$ cat src/rtl/srng_ram.sv
// ----------------------------------------------------------------------------
// srng_ram
// Generic single-write, single-read RAM with registered read data.
// ----------------------------------------------------------------------------
`default_nettype none

module srng_ram #(
  parameter int WIDTH = 8,
  parameter int DEPTH = 16
) (
  input  wire logic                     clk,
  input  wire logic                     we,
  input  wire logic [$clog2(DEPTH)-1:0] waddr,
  input  wire logic [WIDTH-1:0]         wdata,
  input  wire logic                     re,
  input  wire logic [$clog2(DEPTH)-1:0] raddr,
  output logic      [WIDTH-1:0]         rdata
);

  logic [WIDTH-1:0] mem [DEPTH];

  always_ff @(posedge clk) begin
    if (we) begin
      mem[waddr] <= wdata;
    end
    if (re) begin
      rdata <= mem[raddr];
    end
  end

endmodule

`default_nettype wire

$ cat config.mk
export PLATFORM = sky130hd
export DESIGN_NAME = srng_ram
export DESIGN_NICKNAME = d
export VERILOG_FILES = /design/src/rtl/srng_ram.sv
export SDC_FILE = /design/constraint.sdc
export NUM_CORES = 1
export LEC_CHECK = 0
export BUFFER_PORTS_ARGS = -buffer_cell sky130_fd_sc_hd__buf_2
export CORE_UTILIZATION = 52
export DETAILED_ROUTE_END_ITERATION = 7
export HOLD_SLACK_MARGIN = 0.1
export PLACE_DENSITY = 0.73
export SETUP_SLACK_MARGIN = 0.15
export SYNTH_ARGS = -nofsm -noshare
export SYNTH_HDL_FRONTEND = slang
export SYNTH_SLANG_ARGS = --single-unit
$ cat constraint.sdc
create_clock -name clk -period 2.1 [get_ports clk]
set_input_delay 0.21 -clock clk [delete_from_list [all_inputs] [get_ports clk]]
set_output_delay 0.21 -clock clk [all_outputs]
set_load 0.1 [all_outputs]
==> impl_metrics.tcl, run 1 <==
set metrics [dict create \
    grt_pass1_wl_um 14380 \
    worst_pin_slew_ns 0.7375 \
    fp.dieW_um 102.3 \
    cts_root_buf "clkbuf_8" \
    cts_tree "built" \
    nNetsFinal 317 \
    cts_resized 0 \
    clock_skew_ns 0.005535 \
    drt_iter0_markers 220 \
    dp.final_hpwl_um 5935 \
    drt_pass1_iterations 4 \
    synth_top_area_frac 0.7812 \
    max-vdd-ir-drop_mv 0.5001 \
    worstSetupEndpointType "flop" \
    routed_wl_um 9760 \
    synth_seq_cells 136 \
    synthesis.area_um2 5228 \
    timing.fmax_ghz 0.6470 \
    power_leakage_nw 2.169 \
    seqCellArea_um2 4084 \
    multiInputGateArea_um2 1057 \
    ys.flop_type "edfxtp_1" \
    grt_usage 0.2094 \
    synth.area.top_cells "edfxtp_1 78%, mux4_2 7.8%, mux4_1 7.0%" \
    fp.coreArea_um2 9774 \
    tns_ns 0 \
    placed_area_um2 5650 \
    hold_viol 0 \
    final_area_um2 6319 \
    grt_max_degree 33 \
    grt_pass1_vias 2531 \
    antenna_found_initial 0 \
    rows 36 \
    postCtsSetupRepairBufs 0 \
    synth_common_cells "136 x edfxtp_1, 18 x mux4_2, 16 x a22oi_1" \
    worstSetupPathType "reg2reg" \
    slew_viol_final 0 \
    synth.distinct_cells 18 \
    critPathMaxFanout 1 \
    synth_largest_area_cell "edfxtp_1" \
    slew_headroom 0.5073 \
    port_buffers 26 \
    clock_sinks 136 \
    synth-edff-count 136 \
    clk_pin_slew_worst_paths_ns 0.06 \
    hold_class "in2reg" \
    h-tree-depth 4 \
    syn_avg_cell_area_um2 22.83 \
    overflow 0 \
    post-route-period-util 0.7360 \
    setup_viol 0 \
    route.detailed.drc 0 \
    diodes 0 \
    initial_core_util 0.5348 \
    drtAntennaViolNets 0 \
    worstPathRequired_ns 2.35 \
    gp_congestion 0.7600 \
    critPathArrivalTime_ns 1.80 \
    yosys_warnings 0 \
    cp-start-kind "flop" \
    vias 2555 \
    hold_buffers 9 \
    drive_gt1_frac 0.3032 \
    num_io_pins 27 \
    syn2layout_area_growth_pct 20.87 \
    die_area_um2 10460 \
    rsz0062_at_grt "false" \
    status "complete, no violations" \
    die_height_um 102.3 \
    synthMostInstantiatedCell "edfxtp_1" \
    numCtsBuffers 17 \
    fin_util 0.6464 \
    avgRoutedWirePerCell_um 22.03 \
    clockBufferDepth 2 \
    async_flop_share 0 \
    period_needed_ns 1.546 \
    ys_seq_area_frac 0.7812 \
    p_per_area_nw_per_um2 1007 \
    syn_nets 248 \
    synthCells 229 \
    clk_latency_ns 0.52 \
    maxCapViolCount 0 \
    fill_cells 653 \
    routed_via_density 5.767 \
]
## final cells by class
| cell class | count | share of cell area |
|---|---|---|
| Sequential cell | 136 | 0.6463 |
| Clock buffer | 18 | 0.06614 |
| Clock inverter | 13 | 0.02535 |
| Tap cell | 133 | 0.02634 |
| Multi-Input combinational cell | 83 | 0.1673 |
| Timing Repair Buffer | 60 | 0.06851 |
## layer usage
| layer | wire length (um) | GRT usage | vias up |
|---|---|---|---|
| met5 | 0 | 0 | - |
| met4 | 112 | 0.08352 | 0 |
| met3 | 730 | 0.06293 | 11 |
| met2 | 4884 | 0.3320 | 112 |
| met1 | 4032 | 0.2758 | 1312 |
| li1 | - | - | 1120 |
## cell families after synthesis
group,share of synthesized area
buffers and inverters,0.01651
DFF,0.7812
and+or+nand+nor,0.03136
AOI/OAI and AO/OA,0.02298
muxes,0.1479
## through the flow
stage / instances / worst slack, ns / hold WS [ns] / power (W)
global route: 443 / 0.5081 / 0.2529 / 0.006515
CTS: 443 / 0.5425 / 0.2262 / 0.006389
floorplan: 229 / 0.3971 / 0.3089 / 0.003378
detailed placement: 403 / 0.3036 / 0.5993 / 0.003506
finish: 443 / 0.5543 / 0.2514 / 0.006361
global placement: 403 / 0.2777 / 0.5964 / 0.003497
## worst max-delay path, cell delays in order, from the launching register on
cell	delay (ns)
edfxtp_1	0.36
mux4_1	0.52
a22oi_1	0.26
nand2_1	0.14
## worst paths after layout
check	start	to	slack, ns	cells after the start
max	mem[2][0]$_DFFE_PP_	rdata[0]$_DFFE_PP_	0.55	3
max reg2reg	mem[2][0]$_DFFE_PP_	rdata[0]$_DFFE_PP_	0.55	3
min	waddr[0]	mem[0][6]$_DFFE_PP_	0.25	3
min reg2reg	mem[14][1]$_DFFE_PP_	rdata[1]$_DFFE_PP_	0.74	3
## registers in the layout, indices dropped and copies added (netlist names)
signal,count
mem,128
rdata,8
## layout by cell type, fill, tap and decap left out, types with 2 or more instances in the layout
cell | netlist | layout
nor2_1 | 13 | 13
mux4_2 | 18 | 18
buf_12 | 0 | 2
nand2b_1 | 2 | 2
bufinv_16 | 0 | 4
dlygate4sd3_1 | 0 | 9
edfxtp_1 | 136 | 136
clkinv_1 | 0 | 6
a22oi_1 | 16 | 16
nor3_1 | 4 | 4
clkinv_2 | 0 | 2
nand2_1 | 9 | 9
clkbuf_16 | 0 | 16
buf_4 | 1 | 23
buf_2 | 3 | 26
nand3b_1 | 2 | 2
mux4_1 | 14 | 14
## report_power, final
part           switching, W  internal [W]  total [W]
Clock               0.00101       0.00189    0.00290
Sequential        0.0000156       0.00306    0.00308
Combinational      0.000255      0.000133   0.000388
Total               0.00128       0.00508    0.00636
Note: power is estimated with default switching activity, not from simulation.
==> inputs of run 2 (changes only) <==
--- a/config.mk
+++ b/config.mk
@@ -9,7 +9,7 @@
 export CORE_UTILIZATION = 52
 export DETAILED_ROUTE_END_ITERATION = 7
 export HOLD_SLACK_MARGIN = 0.1
-export PLACE_DENSITY = 0.73
+export PLACE_DENSITY = 0.76
 export SETUP_SLACK_MARGIN = 0.15
 export SYNTH_ARGS = -nofsm -noshare
 export SYNTH_HDL_FRONTEND = slang
==> constraint.sdc (replaced) <==
create_clock -name clk -period 1.4 [get_ports clk]
set_input_delay 0.14 -clock clk [delete_from_list [all_inputs] [get_ports clk]]
set_output_delay 0.14 -clock clk [all_outputs]
set_load 0.1 [all_outputs]
==> impl_metrics.tcl, run 2 (same netlist as run 1, synthesis figures left out) <==
set metrics [dict create \
    slew_headroom 0.3226 \
    vias 2503 \
    routed_via_density 5.637 \
    reg_top3 "mem x128, rdata x8" \
    grt_max_degree 23 \
    regMostFlops "mem" \
    p_per_area_nw_per_um2 1526 \
    initial_core_util 0.5348 \
    diodes 0 \
    clkPwrFrac 0.470 \
    fin_util 0.6722 \
    combPwrFrac 0.068 \
    grt_usage 0.2173 \
    grt_pass1_wl_um 14800 \
    fill_cells 622 \
    clock_sinks 136 \
    overflow 0 \
    nNetsFinal 317 \
    fp.coreArea_um2 9774 \
    critPathMaxFanout 1 \
    avgRoutedWirePerCell_um 22.98 \
    clk_latency_ns 0.51 \
    rows 36 \
    die_area_um2 10460 \
    dp.final_hpwl_um 6180 \
    die_height_um 102.3 \
    netSwitchingFraction 0.2059 \
    syn2layout_area_growth_pct 25.68 \
    route.detailed.drc 0 \
    post-route-period-util 1.043 \
    worst_pin_slew_ns 1.014 \
    postCtsSetupRepairBufs 0 \
    cp-start-kind "flop" \
    drt_pass1_iterations 4 \
    antenna_found_initial 0 \
    setup_viol 4 \
    gp_congestion 0.7176 \
    setup_ws_ns -0.05957 \
    clockBufferDepth 2 \
    port_buffers 26 \
    drive_gt1_frac 0.4148 \
    worstSetupPathType "reg2reg" \
    clock_skew_ns 0.006533 \
    worstPathRequired_ns 1.65 \
    h-tree-depth 4 \
    maxCapViolCount 0 \
    drt_iter0_markers 170 \
    cp_top_family "multiplexers" \
    hold_viol 0 \
    period_needed_ns 1.460 \
    final_cell_mix "136 x edfxtp_1, 32 x mux4_2, 19 x buf_4, 18 x buf_2, 16 x clkbuf_16" \
    switching_power_w 0.002065 \
    critPathArrivalTime_ns 1.71 \
    status "complete, but fails checks" \
    cp_cell_sequence "mux4_2, a22oi_1, nand2_1" \
    slew_viol_final 0 \
    p_total_w 0.01003 \
    layout_commonest_cell "edfxtp_1" \
    cpPeakStageDelay_ns 0.49 \
    grt_pass1_vias 2540 \
    timing.fmax_ghz 0.6851 \
    violations "setup timing" \
    crit_buf_inv 0 \
    numCtsBuffers 17 \
    num_io_pins 27 \
    seqPwrFrac 0.462 \
    largest_reg_flops 128 \
    routed_wl_um 10210 \
    cts_root_buf "clkbuf_8" \
    max-vdd-ir-drop_mv 1.001 \
    power_leakage_nw 2.200 \
    worstSetupEndpointType "flop" \
    hold_class "in2reg" \
    fp.dieW_um 102.3 \
    drtAntennaViolNets 0 \
    critPathSlowestCell "mux4_2" \
    cell_internal_pwr_w 0.007963 \
    rsz0062_at_grt "true" \
    cts_tree "built" \
    clk_pin_slew_worst_paths_ns 0.06 \
]
## run 2: cell types whose count changed in the layout (fill, tap and decap cells not counted), moves of 2 or more
| cell | change |
|---|---|
| inv_6 | +2 |
| nor2_2 | +3 |
| mux4_1 | -14 |
| clkinv_1 | -6 |
| nor3_1 | -4 |
| mux4_2 | +14 |
| buf_4 | -4 |
| nor3_2 | +3 |
| nor2_1 | -3 |
| clkinv_4 | +4 |
| a22oi_1 | -7 |
| buf_2 | -8 |
| buf_12 | +12 |
| a22oi_2 | +7 |
## run 2: power groups by stage
stage / Combinational (W) / Clock (W) / Sequential (W)
final: 0.000685 / 0.00471 / 0.00463
after global routing: 0.000722 / 0.00496 / 0.00463
after CTS: 0.000685 / 0.00477 / 0.00463
after detailed placement: 0.000594 / 0 / 0.00470
after global placement: 0.000577 / 0 / 0.00469
after floorplan: 0.000257 / 0 / 0.00484
## run 2: per-stage QoR
| stage | hold slack, ns | TNS, ns | setup WS, ns | std cells | cell area (um^2) |
|---|---|---|---|---|---|
| detailed placement | 0.5334 | -2.146 | -0.3404 | 403 | 5688 |
| CTS | 0.1618 | -0.4535 | -0.08686 | 444 | 6550 |
| global route | 0.1657 | -0.3806 | -0.08489 | 444 | 6570 |
| finish | 0.1869 | -0.1480 | -0.05957 | 444 | 6570 |
| global placement | 0.5198 | -1.808 | -0.3155 | 403 | 5688 |
| floorplan | 0.2389 | 0 | 0.05960 | 229 | 5249 |
## run 2: worst reg2reg max path: stages, from the launching register on
cell and delay, ns:
edfxtp_1 0.35, mux4_2 0.49, a22oi_1 0.24, nand2_1 0.12
## run 2: layout make-up
type | instances | area (um^2) | share of cell area
Tap cell | 133 | 166.4 | 0.02533
Multi-Input combinational cell | 83 | 1076 | 0.1638
Sequential cell | 136 | 4084 | 0.6216
Timing Repair Buffer | 60 | 603.1 | 0.09179
Clock inverter | 14 | 222.7 | 0.03390
Clock buffer | 18 | 417.9 | 0.06361
## run 2: metal layers
layer / GRT usage / routed length [um]
met1: 0.2774 / 3929
met2: 0.3598 / 5424
met3: 0.05814 / 772
met4: 0.08242 / 78
met5: 0 / 0
## run 2: timing repair
action	in CTS	in global routing
hold buffers	9	0
pin swaps	3	3
endpoints found under the hold margin	136	0
gates resized for setup	36	4
endpoints found under the setup margin	16	16
## run 2: path summary, 6_finish.rpt
check                       startpoint                   to  slack [ns]  cells past startpoint
hold reg to reg   mem[14][3]$_DFFE_PP_   rdata[3]$_DFFE_PP_        0.76                      3
hold / removal                waddr[1]  mem[0][7]$_DFFE_PP_        0.19                      3
setup reg to reg   mem[3][4]$_DFFE_PP_   rdata[4]$_DFFE_PP_       -0.06                      3
setup / recovery   mem[3][4]$_DFFE_PP_   rdata[4]$_DFFE_PP_       -0.06                      3
