### config.mk
export PLATFORM = sky130hd
export DESIGN_NAME = srng_mulmod
export DESIGN_NICKNAME = d
export VERILOG_FILES = /design/src/rtl/srng_pkg.sv /design/src/rtl/srng_mulmod.sv
export SDC_FILE = /design/constraint.sdc
export NUM_CORES = 1
export LEC_CHECK = 0
export ABC_AREA = 1
export BUFFER_PORTS_ARGS = -buffer_cell sky130_fd_sc_hd__buf_2
export CORE_ASPECT_RATIO = 1.2
export CORE_MARGIN = 10
export CORE_UTILIZATION = 35
export CTS_BUF_LIST = sky130_fd_sc_hd__clkbuf_8
export DETAILED_ROUTE_END_ITERATION = 7
export PLACE_DENSITY = 0.61
export SYNTH_ARGS = -nofsm -noshare
export SYNTH_HDL_FRONTEND = slang
export SYNTH_SLANG_ARGS = --single-unit
### constraint.sdc
create_clock -name clk -period 8.5 [get_ports clk]
set_input_delay 0.425 -clock clk [delete_from_list [all_inputs] [get_ports clk]]
set_output_delay 0.425 -clock clk [all_outputs]
set_load 0.005 [all_outputs]
### src/rtl/srng_pkg.sv
// ----------------------------------------------------------------------------
// srng_pkg
// Shared constants, types and helpers for the shuffled minimal standard
// generator: modulus arithmetic, slot selection and sequencer states.
// ----------------------------------------------------------------------------
`default_nettype none

package srng_pkg;

  localparam int DATA_W      = 31;
  localparam int SEED_W      = 32;
  localparam int MULT_W      = 15;
  localparam int PROD_W      = SEED_W + MULT_W;
  localparam int TABLE_DEPTH = 32;
  localparam int TABLE_AW    = $clog2(TABLE_DEPTH);
  localparam int STEP_W      = 6;

  localparam logic [MULT_W-1:0] MINSTD_MULT = 15'd16807;
  localparam logic [DATA_W-1:0] MINSTD_MOD  = 31'h7FFF_FFFF;
  // last warm-up step index; steps below TABLE_DEPTH fill the table
  localparam logic [STEP_W-1:0] WARMUP_LAST = 6'd39;
  // slot divisor is 2^SLOT_SHIFT + 1 = 67108865
  localparam int SLOT_SHIFT = 26;

  typedef enum logic [2:0] {
    ST_IDLE,
    ST_WMUL,
    ST_WFOLD,
    ST_DMUL,
    ST_DFOLD,
    ST_SEND
  } srng_state_t;

  // product mod (2^31 - 1); product < 16807 * 2^31 + 1
  function automatic logic [DATA_W-1:0] minstd_fold(input logic [PROD_W-1:0] prod);
    logic [SEED_W-1:0] sum;
    sum = {1'b0, prod[DATA_W-1:0]}
        + {{(SEED_W-PROD_W+DATA_W){1'b0}}, prod[PROD_W-1:DATA_W]};
    if (sum >= {1'b0, MINSTD_MOD}) begin
      sum = sum - {1'b0, MINSTD_MOD};
    end
    return sum[DATA_W-1:0];
  endfunction

  // floor(x / (2^26 + 1)) for x < 2^31 - 1, masked to the table index
  function automatic logic [TABLE_AW-1:0] slot_of(input logic [DATA_W-1:0] x);
    logic [TABLE_AW-1:0] q0;
    q0 = x[DATA_W-1:SLOT_SHIFT];
    if (x[SLOT_SHIFT-1:0] < {{(SLOT_SHIFT-TABLE_AW){1'b0}}, q0}) begin
      q0 = q0 - 1'b1;
    end
    return q0;
  endfunction

endpackage

`default_nettype wire

### src/rtl/srng_mulmod.sv
// ----------------------------------------------------------------------------
// srng_mulmod
// Shared generator step: registered 16807 * x, then fold mod 2^31 - 1.
// ----------------------------------------------------------------------------
`default_nettype none

module srng_mulmod
  import srng_pkg::*;
(
  input  wire logic              clk,
  input  wire logic              load,
  input  wire logic [SEED_W-1:0] operand,
  output logic      [DATA_W-1:0] result
);

  logic [PROD_W-1:0] prod;

  always_ff @(posedge clk) begin
    if (load) begin
      prod <= {{MULT_W{1'b0}}, operand} * {{SEED_W{1'b0}}, MINSTD_MULT};
    end
  end

  assign result = minstd_fold(prod);

endmodule

`default_nettype wire

==> summary.md, run 1 <==
| Metric | Value |
|---|---|
| GRT met1 Usage | `18.3%` |
| Die area | `0.0437 mm^2` |
| Number of global-route vias before repair | `10458` |
| Final critical-path required period | `5.90 ns` |
| Starting DRT DRC Count | `405` |
| Top Registers | `prod x47` |
| Post-synthesis cell type count | `40` |
| Routed vias | `10254` |
| Setup violators final | `0` |
| Worst slew pin tran | `1.02 ns` |
| Gr busiest metal | `met2` |
| M2 GR Usage | `25.4%` |
| Critical path cell sequence | `buf_2 > inv_1 > fa_1 > inv_1 > ha_1 > inv_1 > fa_1 > inv_1 > fa_1 > fa_1 > inv_1 > fa_1 > inv_1 > ha_1 > nand2_1 > o21ai_0 > o21bai_1 > a21oi_1 > o21ai_0 > a21oi_1 > xnor2_1` |
| Reg with most FFs | `prod` |
| TNS Setup | `0 ns` |
| Die height | `227 um` |
| Post-Syn Nets | `a little over 2000` |
| Most used cell, CP | `inv_1` |
| Worst EP required | `8.54 ns` |
| Slew Limit Fails | `0` |
| Total track usage | `between 10 and 15%` |
| Vias/cell | `around 4.7` |
| Slowest CP cell | `fa_1` |
| I/O Pins | `65` |
| Post-synthesis adder-cell area fraction | `43.2%` |
| Total grt overflow | `0` |
| CTS buffer count | `5` |
| Root buffer cell | `clkbuf_8` |
| Net count, final | `2102` |
| Crit start category | `input port` |
| Rows | `75` |
| Critical path class | `in -> reg` |
| Post-CTS setup buffer count | `0` |
| Post-CTS Resized | `0` |
| Yosys reg bits | `47` |
| Crit. End Element | `register` |
| Die W | `192 um` |
| Post-synthesis xor/xnor area fraction | `under 10%` |
| Largest register FFs | `47` |
| H-tree Lvls | `2` |
| FMAX | `around 170 MHz` |
| Gpl congestion | `0.922` |
| WL per Instance | `around 14 um` |
| Most frequent cells in the layout | `inv_1, nand2_1, ha_1` |
| Simple-Gate Fraction of Synth Area | `between 20 and 25%` |
| MaxCap Viol Count | `0` |
| Starting density of the core | `between 30% and 40%` |
| Main combinational cell family by area after synthesis | `adder cells` |
| First-pass GRT wire length | `slightly above 50000 um` |
| Status | `finished, final reports clean` |
| Clk sinks | `47` |
| Fillers | `3723` |
| DRT Wirelength | `30900 um` |
| Pre-antenna DRT Iters | `5` |
| Initial antenna violation count | `1` |
| Mux share of post-synthesis cell area | `0%` |
| CTS tree | `built` |
| Area Overhead vs Synth | `7.58%` |
| WHS | `0.477 ns` |
| Met3 Track Usage GR | `less than 1%` |
| Post-CTS Hold Fix Bufs | `0` |
| Crit Path Max Fanout | `5` |
| Clock buffer depth | `2` |
| Final period util | `69.4%` |
| Final hold violation count | `0` |
| Max-slew headroom | `32.1%` |
| Core area | `0.0351 mm^2` |
| Sequential element share of the synthesized area | `11.3%` |
| DRC | `0` |
| RSZ-0062 raised after global routing | `no` |
| Yosys Warn Count | `0` |
| Antenna viol nets, final | `0` |
| Maximum number of pins on one net before global-route repair | `48` |
| Area of the multi-input gates | `just over 0.009 mm^2` |
| Mean Syn Cell Area | `7.56 um^2` |
| Storage element area | `0.00141 mm^2` |
| Mapped cell area | `0.0125 mm^2` |
| Port bufs | `between 60 and 70` |
| Crit path DAT | `between 5 and 6 ns` |
| Clock slew at reported path FFs | `0.08 ns` |
| Cells after synthesis | `1653` |
| Layout cells sized above 1 | `roughly 6.7%` |
| CP peak stage delay | `between 0.5 and 0.6 ns` |
| Compound-Gate Fraction of Synth Area | `6.55%` |
| Worst min path class | `in -> reg` |
| Post-DP HPWL | `28200 um` |
| Commonest non-fill, non-tap cell in the layout | `inv_1` |
-- metal layers --
metal	routed length, um	up-vias	share of wire, %
met1	14100	4805	46
met2	15200	178	49
li1	-	5229	-
met3	874	42	2.8
met4	648	0	2.1
met5	0	-	0
-- kinds of logic (layout without fill, tap and decap cells) --
logic type | after synthesis | after routing
buffers and inverters | 465 | 533
DFF | 47 | 47
xor gates and xnor gates | 58 | 58
adders and majority gates | 348 | 348
and+or+nand+nor | 590 | 590
AOI/OAI and AO/OA | 145 | 145
other | 0 | 1
-- critical path: cells and delay by family --
family | cells | cell delay (ns)
buffers and inverters | 7 | 0.57
AO/OA/AOI/OAI | 5 | 1.13
AND/OR/NAND/NOR | 1 | 0.12
adder cells (fa/ha/maj) | 7 | 3.23
XOR/XNOR | 1 | 0.44
-- synth_stat cells, drive strengths merged --
master	instances	area [um^2]
nor3	18	106
nand4	19	119
o21bai	6	56.3
buf	4	38.8
xor2	39	342
nand3b	2	15.0
nor2	107	434
nor4	5	31.3
a21boi	7	52.6
a31oi	3	18.8
a211o	1	8.76
a21o	5	37.5
a221oi	2	17.5
inv	460	1730
fa	139	2780
o21a	4	30.0
xnor2	19	166
edfxtp	47	1410
a211oi	1	7.51
nand3	90	523
ha	209	2620
nand2	347	1350
o31ai	1	7.51
a21oi	80	404
o211ai	1	7.51
o21ai	34	170
and2	2	12.5
clkinv	1	3.75
-- final cells by class --
type | count | share of cell area [%]
multi-input cells | 1141 | 69.3
inverters | 461 | 12.9
flip-flops and latches | 47 | 10.5
well taps | 462 | 4.30
repair buffers | 64 | 2.38
clock buffers | 5 | 0.512
clock inverters | 3 | 0.121
diodes | 1 | 0.0186
-- worst paths after layout --
path,start,end,slack [ns],cells past startpoint
setup / recovery,operand[16],prod[31],2.60,21
hold / removal,operand[0],prod[0],0.48,1
-- stage by stage --
step / std cells / utilization [%] / setup slack, ns / area (um^2)
floorplan: 1653 / - / 3.38 / 12500
global placement: 2175 / 38.0 / 2.33 / 13400
detailed placement: 2175 / 38.0 / 2.29 / 13400
CTS: 2183 / 38.3 / 2.59 / 13400
global route: 2184 / 38.3 / 2.40 / 13400
finish: 2184 / 38.3 / 2.60 / 13400
Power of run 1 is not shown: default switching activity piles up to over one toggle a cycle in this logic, so the estimate is an artifact.
==> run 2: changes to the inputs <==
Clock period 8.5 ns to 5.8 ns, I/O delays scaled along.
==> summary.md, run 2 (synthesized netlist as in run 1, its figures left out) <==
| Metric | Value |
|---|---|
| Status | `finished, final reports clean` |
| CTS buffer count | `5 (unchanged)` |
| Port bufs | `64 (unchanged)` |
| Top Registers | `prod x47` |
| Die W | `192 um (unchanged)` |
| Reg with most FFs | `prod` |
| Crit Path Max Fanout | `5 (unchanged)` |
| Rows | `75 (unchanged)` |
| Post-CTS Hold Fix Bufs | `0 (unchanged)` |
| Routed vias | `10275 (+0.20%)` |
| Vias/cell | `4.65 (-0.93%)` |
| I/O Pins | `65 (unchanged)` |
| Maximum number of pins on one net before global-route repair | `48 (unchanged)` |
| DRT Wirelength | `31300 um (+1.2%)` |
| WL per Instance | `14.1 um (about the same)` |
| Worst EP required | `5.92 ns (-2.62 ns)` |
| Slew Limit Fails | `0 (unchanged)` |
| Crit. End Element | `register` |
| Total grt overflow | `0 (unchanged)` |
| WHS | `0.363 ns (-0.114 ns)` |
| Commonest non-fill, non-tap cell in the layout | `inv_1` |
| DRC | `0 (unchanged)` |
| Die height | `227 um (unchanged)` |
| Met3 Track Usage GR | `0.643% (-0.18 points)` |
| Worst slew pin tran | `0.988 ns (-0.0303 ns)` |
| First-pass GRT wire length | `51400 um (+1.3%)` |
| Crit path DAT | `5.53 ns (-0.41 ns)` |
| H-tree Lvls | `2 (unchanged)` |
| Pre-antenna DRT Iters | `7 (+2)` |
| Clock slew at reported path FFs | `0.07 ns (about the same)` |
| Post-DP HPWL | `28900 um (+2.5%)` |
| Max-slew headroom | `34.2% (+2.0 points)` |
| Antenna viol nets, final | `0 (unchanged)` |
| Core area | `0.0351 mm^2 (unchanged)` |
| Post-Layout Cell Count | `2209 (+1.1%)` |
| Gpl congestion | `0.925 (+0.31%)` |
| Final period util | `93.3%` |
| TNS Setup | `0 ns (unchanged)` |
| Placed instance count | `2202 (+1.2%)` |
| Clk sinks | `47 (unchanged)` |
| RSZ-0062 raised after global routing | `no` |
| Final Util | `38.8% (+0.55 points)` |
| Setup violators final | `0 (unchanged)` |
| Number of global-route vias before repair | `10338 (-1.1%)` |
| Final hold violation count | `0 (unchanged)` |
| Total track usage | `14.5% (+0.20 points)` |
| GRT met1 Usage | `19.1% (+0.79 points)` |
| Net count, final | `2129 (+1.3%)` |
| Most frequent cells in the layout | `inv_1, nand2_1, ha_1` |
| Starting density of the core | `35.6% (unchanged)` |
| Area Overhead vs Synth | `9.14%` |
| Root buffer cell | `clkbuf_8` |
| Initial antenna violation count | `2 (+1)` |
| Worst min path class | `in -> reg` |
| Crit start category | `input port` |
| Starting DRT DRC Count | `516 (+27%)` |
| CTS tree | `built` |
| Gr busiest metal | `met2` |
| FMAX | `between 150 and 200 MHz` |
| Die area | `0.0437 mm^2 (unchanged)` |
| Final critical-path required period | `5.41 ns` |
| Largest register FFs | `47 (unchanged)` |
| Clock buffer depth | `2 (unchanged)` |
| MaxCap Viol Count | `0 (unchanged)` |
| Layout cells sized above 1 | `8.19% (+1.4 points)` |
| Critical path class | `in -> reg` |
| M2 GR Usage | `25.9% (+0.48 points)` |
[run 2: cell types whose count changed in the layout (fill, tap and decap cells not counted)]
cell,previous run,this run
clkinv_1,2,1
o21ai_0,34,32
o21ai_1,0,1
buf_4,0,27
o21ai_2,0,1
clkinv_4,1,0
[run 2: area by class of cell]
cell class	count	area (um^2)
sequential	47	1410
multi-input combinational	1141	9310
clock inverter	1	3.75
tap	462	578
inverter	461	1730
fill	3700	21500
clock buffer	5	68.8
antenna	1	2.50
timing repair buffer	91	523
[run 2: repair_timing]
action                     in CTS  in global routing
gates resized for setup         0                  3
hold endpoints to repair        0                  0
setup endpoints to repair       0                  4
setup buffers                   0                  0
[run 2: metal layers]
layer / up-vias / part of all wire, %
met5: - / 0.042
met3: 20 / 2.9
li1: 5280 / -
met4: 2 / 1.1
met1: 4823 / 46
met2: 150 / 50
[run 2: per-stage QoR]
stage               cell area (um^2)  worst slack, ns
floorplan                      12500            0.811
global placement               13600           -0.126
detailed placement             13600           -0.157
CTS                            13600            0.169
global route                   13600           0.0627
finish                         13600            0.390
[run 2: worst paths after layout]
kind,startpoint,slack (ns),to,cells past startpoint
setup / recovery,operand[16],0.39,prod[44],23
hold / removal,operand[0],0.36,prod[0],1
[run 2: worst max-delay path: stages]
cell	delay [ns]
buf_2	0.18
inv_1	0.17
fa_1	0.56
inv_1	0.04
ha_1	0.26
inv_1	0.05
fa_1	0.50
inv_1	0.05
fa_1	0.46
fa_1	0.54
inv_1	0.05
fa_1	0.52
inv_1	0.04
ha_1	0.36
nand2_1	0.12
nor2_1	0.18
inv_1	0.09
nor4_1	0.34
nand3_1	0.11
nand4_1	0.21
nand2_1	0.08
nand3_1	0.09
xor2_1	0.22
Power of run 2 is left out for the same reason.
